`config.mk`:
```
export PLATFORM = sky130hd
export DESIGN_NAME = cbpe_div
export DESIGN_NICKNAME = d
export VERILOG_FILES = /design/src/rtl/cbpe_div.sv
export SDC_FILE = /design/constraint.sdc
export NUM_CORES = 1
export LEC_CHECK = 0
export BUFFER_PORTS_ARGS = -buffer_cell sky130_fd_sc_hd__clkbuf_2
export CAP_MARGIN = 20
export CORE_MARGIN = 1.5
export CORE_UTILIZATION = 55
export DETAILED_ROUTE_END_ITERATION = 8
export PLACE_DENSITY = 0.8
export SLEW_MARGIN = 20
export SYNTH_ARGS = -nofsm -noshare
export SYNTH_HDL_FRONTEND = slang
export SYNTH_SLANG_ARGS = --single-unit
```
`constraint.sdc`:
```
create_clock -name clk -period 5.4 [get_ports clk]
set_clock_uncertainty 0.05 [all_clocks]
set_input_delay 0.81 -clock clk [delete_from_list [all_inputs] [get_ports clk]]
set_output_delay 0.81 -clock clk [all_outputs]
set_load 0.05 [all_outputs]
```
`src/rtl/cbpe_div.sv`:
```
// ----------------------------------------------------------------------------
// cbpe_div
// Signed by unsigned restoring divider, one quotient bit per cycle,
// truncating toward zero.
// ----------------------------------------------------------------------------
`default_nettype none

module cbpe_div #(
  parameter int NW = 46
) (
  input  wire logic                 clk,
  input  wire logic                 rst,
  input  wire logic                 go,
  input  wire logic signed [NW-1:0] num,
  input  wire logic        [15:0]   den,
  output logic                      done,
  output logic signed [NW-1:0]      quo
);

  localparam int CW = $clog2(NW + 1);

  logic          busy;
  logic [CW-1:0] cnt;
  logic [NW-1:0] mag;
  logic [15:0]   rem;
  logic          neg;
  logic [16:0]   rem_sh;
  logic          qbit;
  logic [15:0]   rem_next;

  always_comb begin
    rem_sh   = {rem, mag[NW-1]};
    qbit     = (rem_sh >= {1'b0, den});
    rem_next = qbit ? 16'(rem_sh - {1'b0, den}) : rem_sh[15:0];
  end

  always_ff @(posedge clk) begin
    if (rst) begin
      busy <= 1'b0;
      done <= 1'b0;
    end else begin
      done <= 1'b0;
      if (go) begin
        busy <= 1'b1;
        cnt  <= '0;
        neg  <= num[NW-1];
        mag  <= num[NW-1] ? NW'(-num) : NW'(num);
        rem  <= '0;
      end else if (busy) begin
        rem <= rem_next;
        mag <= {mag[NW-2:0], qbit};
        cnt <= cnt + 1'b1;
        if (cnt == CW'(NW - 1)) begin
          busy <= 1'b0;
          done <= 1'b1;
        end
      end
    end
  end

  assign quo = neg ? $signed(-mag) : $signed(mag);

endmodule

`default_nettype wire
```
After elaboration in Yosys (flattened, before gate mapping). Cells that the tools add are included.

$add $sub $neg: 4. Order comparisons: 1. Equal/unequal tests: 1. Mux-type cells: 11. Bitwise gates (word level): 2. Reductions and logical operators: 4.

Operators with widths (number): two-way mux 46 bit (4); negator 46 bit (2); two-way mux 16 bit (2); greater-or-equal comparator 17 x 16 -> 1 bit (1); subtractor 16 bit (1); adder 6 x 1 -> 6 bit, second input constant (1); == test 6 bit, second input constant (1); two-way mux 6 bit (1); two-way mux 1 bit (4); AND reduction 2 bit (2); OR reduction 3 bit (1); inverter 1 bit (2); nonzero test 2 bit (1).

Flip-flop bits (word level): 71. Input bits: 65. Output and inout bits: 47. Logic and storage cells: 29.

Depth between registers and ports, before layout.
Word-level depth: 4. Depth in mapped cells: 11. Mapped depth without buffers: 10.

Worst setup path after synthesis. No wires, ideal clock.

Path type: in2reg. Start point: input go. End point: register cnt[0], enable pin. Library setup time: 496 ps. Arrival: 4223 ps. Required time: 4854 ps. Slack: 631 ps. Stages on the path: 4. Cells stage by stage: clkbuf_1 clkbuf_1 nor2_1 nor2_1.

Longest elaborated chain between the ends: 2.

RTL lines: start: declaration (RTL line 13) `input wire logic go,`; nonzero test 2 bit (no line); AND reduction 2 bit (no line); end signal: assignment (RTL line 52) `cnt <= cnt + 1'b1;`; end: declaration (RTL line 23) `logic [CW-1:0] cnt;`.

Every way passes these cells. A chain may end at the register's enable or synchronous reset.

Worst setup path after layout.
Start point: register mag[34]. End point: output quo[45].

Longest elaborated chain between the ends: 2.

RTL lines: start: declaration (RTL line 24) `logic [NW-1:0] mag;`; start signal: assignment (RTL line 47) `mag <= num[NW-1] ? NW'(-num) : NW'(num);`; start signal: assignment (RTL line 51) `mag <= {mag[NW-2:0], qbit};`; negator 46 bit (RTL line 61) `assign quo = neg ? $signed(-mag) : $signed(mag);`; two-way mux 46 bit (RTL line 61); end: declaration (RTL line 17) `output logic signed [NW-1:0] quo`.

Every way passes these cells.

==> results by group <==
STA
  • Highest Clock Rate: 228.3 MHz
  • Setup violations, final: 0
  • Tcrit/Tclk final: 81.11%
  • Worst Max-Slew Pin Slew: 837.0 ps
  • Setup TNS: 0 ps
  • Final setup margin: 1020 ps
  • Max_slew headroom: 43.69%
  • Hold_ws: 413.0 ps
  • RSZ-0062 raised after global routing: no
  • Minimum clock period: 4380 ps
  • Final hold vios: 0
  • Final slew viol count: 0

CTS
  • Post-CTS Resized: 0
  • Max clock buf depth: 2
  • CTS Sinks: 71
  • Clock slew at reported path FFs: 70 ps
  • # hold bufs at CTS: 0
  • H-tree depth: 3
  • Postcts setup bufs: 0
  • CTS Buf Count: 9
  • CTS tree: yes
  • Root buf cell: clkbuf_8
  • Clock insertion delay at the later pin of the skew report: 360 ps

Synth
  • Syn Nets: 710
  • Async set or reset register ratio after synthesis: 0%
  • Syn Inst Count: 624
  • Synthesis Warnings: 0
  • Synthesized area per cell: 9.055 um2
  • Register area share after synthesis: 37.38%
  • Cell variety after synth: 53
  • Main synth FF type: edfxtp_1
  • Number of synthesized flops with an enable pin: 69
  • Synth Register Bits: 71
  • Syn Std Cell Area: 0.005650 mm2

Floorplan
  • Core ar.: 0.009864 mm2
  • Die Ht: 104.4 um
  • Die Area: 0.01089 mm2
  • Io pins: 112
  • Placement Rows: 36
  • Die X: 104.4 um
  • Initial core utilization: 57.28%

Hold path
  • Hold Path Class: reg2reg
  • Hold depth: 2
  • Hold endpoint: done
  • Hold_sp: busy

Pwr
  • Pleak: 2.554 nW
  • Power Dens Cells: 265.5 mW/mm2
  • Highest ir drop seen on vdd: 0.1453 mV

Place
  • Pre-CTS setup slack: 1418 ps
  • Placer Congestion: 0.8723
  • Port Buffers: 111
  • Detailed Place HPWL: 10190 um
  • Cells after DPL: 845

Worst setup path
  • R2R setup slack: 2210 ps
  • WP data required: 4540 ps
  • Max FO, Critical Path: 4
  • RR Startpoint: rem[5]
  • Setup CP Type: reg2out
  • CP Launch Type: flip-flop
  • Arrival time of the worst setup path: 3520 ps
  • Crit path capture type: output port
  • Reg-to-reg endpoint: rem[2]
  • Worst R2R Path Depth: 9

Drt
  • TritonRoute pass-1 iters: 6
  • DRC Markers: 0
  • Wire per inst: 15.96 um
  • Final WL: 13770 um
  • DRT antenna net count: 0
  • DR vias/cell: 5.903
  • Initial drt markers: 344
  • Vias: 5094

Global routing
  • Global-route wire length before repair: 22670 um
  • Congestion Overflow GR: 0
  • Largest net degree at the start of global routing: 115
  • Initial antenna violation count: 0
  • Vias in the first global route: 4818
  • GRT Total Usage: 25.68%

Final layout
  • Register area: 0.002112 mm2
  • Area occupied by multi-input gates: 0.003334 mm2
  • Area delta synth->final: 15.77%
  • Final cell count without fillers: 863
  • Most common cell after layout, fill and taps aside: clkbuf_2
  • Ant diodes: 0
  • Commonest non-fill, non-tap cells in the layout: 110 x clkbuf_2, 79 x nor2_1, 69 x edfxtp_1, 54 x a21oi_1, 53 x xnor2_1
  • Layout cells sized above 1: 20.27%
  • FILL cells: 812
  • Nets: 811

Run status
  • Outcome: finished clean

Job
  • Max cap viols: 0
[sequential cells by signal (all words and copies together), names as in the netlist]
name  flops
mag      46
rem      16
cnt       6
busy      1
done      1
neg       1
[metrics by stage]
step	area, um2	util (%)	total power [mW]
final	6541	66.31	1.737
after global routing	6541	66.31	1.820
after CTS	6494	65.83	1.735
after detailed placement	6306	63.93	1.318
after global placement	6306	63.93	1.302
after floorplan	5650	-	1.170
[worst max-delay path by stage]
stage,from,end
2_1_floorplan,go,cnt[0]
3_3_place_gp,mag[34],quo[45]
3_5_place_dp,mag[35],quo[45]
4_1_cts,mag[34],quo[45]
5_1_grt,mag[8],quo[38]
6_report,mag[34],quo[45]
[critical path, cell delays in order, from the launching register on]
cell	delay, ps
edfxtp_1	460
or4_4	570
or4_1	420
or2_1	240
or3_1	360
or3_4	370
o31ai_4	240
xnor2_1	180
clkbuf_2	320
[cells by family (layout without fill, tap and decap cells)]
family	count (synthesis)	in the layout	share of synthesized area [%]
fa+ha+maj	21	21	4.783
simple gates	197	197	17.34
xor+xnor	102	102	15.81
mux	15	15	2.679
compound gates	163	163	18.27
flops	71	71	37.38
buf+inv	55	161	3.742
[layer usage]
metal | up-vias | part of all wire, % | global-route usage, %
met5 | - | 0 | 0
met4 | 0 | 2.0 | 8.532
met3 | 28 | 7.0 | 3.697
met2 | 203 | 49 | 43.00
met1 | 2374 | 42 | 34.05
li1 | 2489 | - | -
[cells in the mapped netlist (6+ instances only)]
cell | n | area share (%)
a21oi_1 | 54 | 4.8
xnor2_1 | 53 | 8.2
o21ai_0 | 42 | 3.7
inv_1 | 28 | 1.9
o31ai_1 | 23 | 3.1
or2_2 | 6 | 0.66
nand2b_1 | 6 | 0.66
nor2_1 | 80 | 5.3
nand4_1 | 6 | 0.66
mux2i_1 | 14 | 2.5
or4_1 | 10 | 1.3
xor2_1 | 49 | 7.6
or3_1 | 11 | 1.2
o41ai_1 | 14 | 2.2
nor2b_1 | 8 | 0.89
nor4_1 | 6 | 0.66
clkbuf_1 | 24 | 1.6
nand2_1 | 31 | 2.1
ha_1 | 20 | 4.4
edfxtp_1 | 69 | 37
nand3_1 | 6 | 0.53
nor3_1 | 8 | 0.71
[final cells by class]
class	count	area share [%]
clock buffers	9	1.894
clock inverters	7	0.9755
inverters	28	1.607
multi-input cells	498	50.98
flip-flops and latches	71	32.29
well taps	133	2.544
repair buffers	117	9.717
[power by group]
group | total [mW] | internal (mW) | switching [mW]
Combinational | 0.609 | 0.207 | 0.402
Sequential | 0.706 | 0.664 | 0.0417
Clock | 0.422 | 0.210 | 0.212
Total | 1.74 | 1.08 | 0.655
Note: power is estimated with default switching activity, not from simulation.
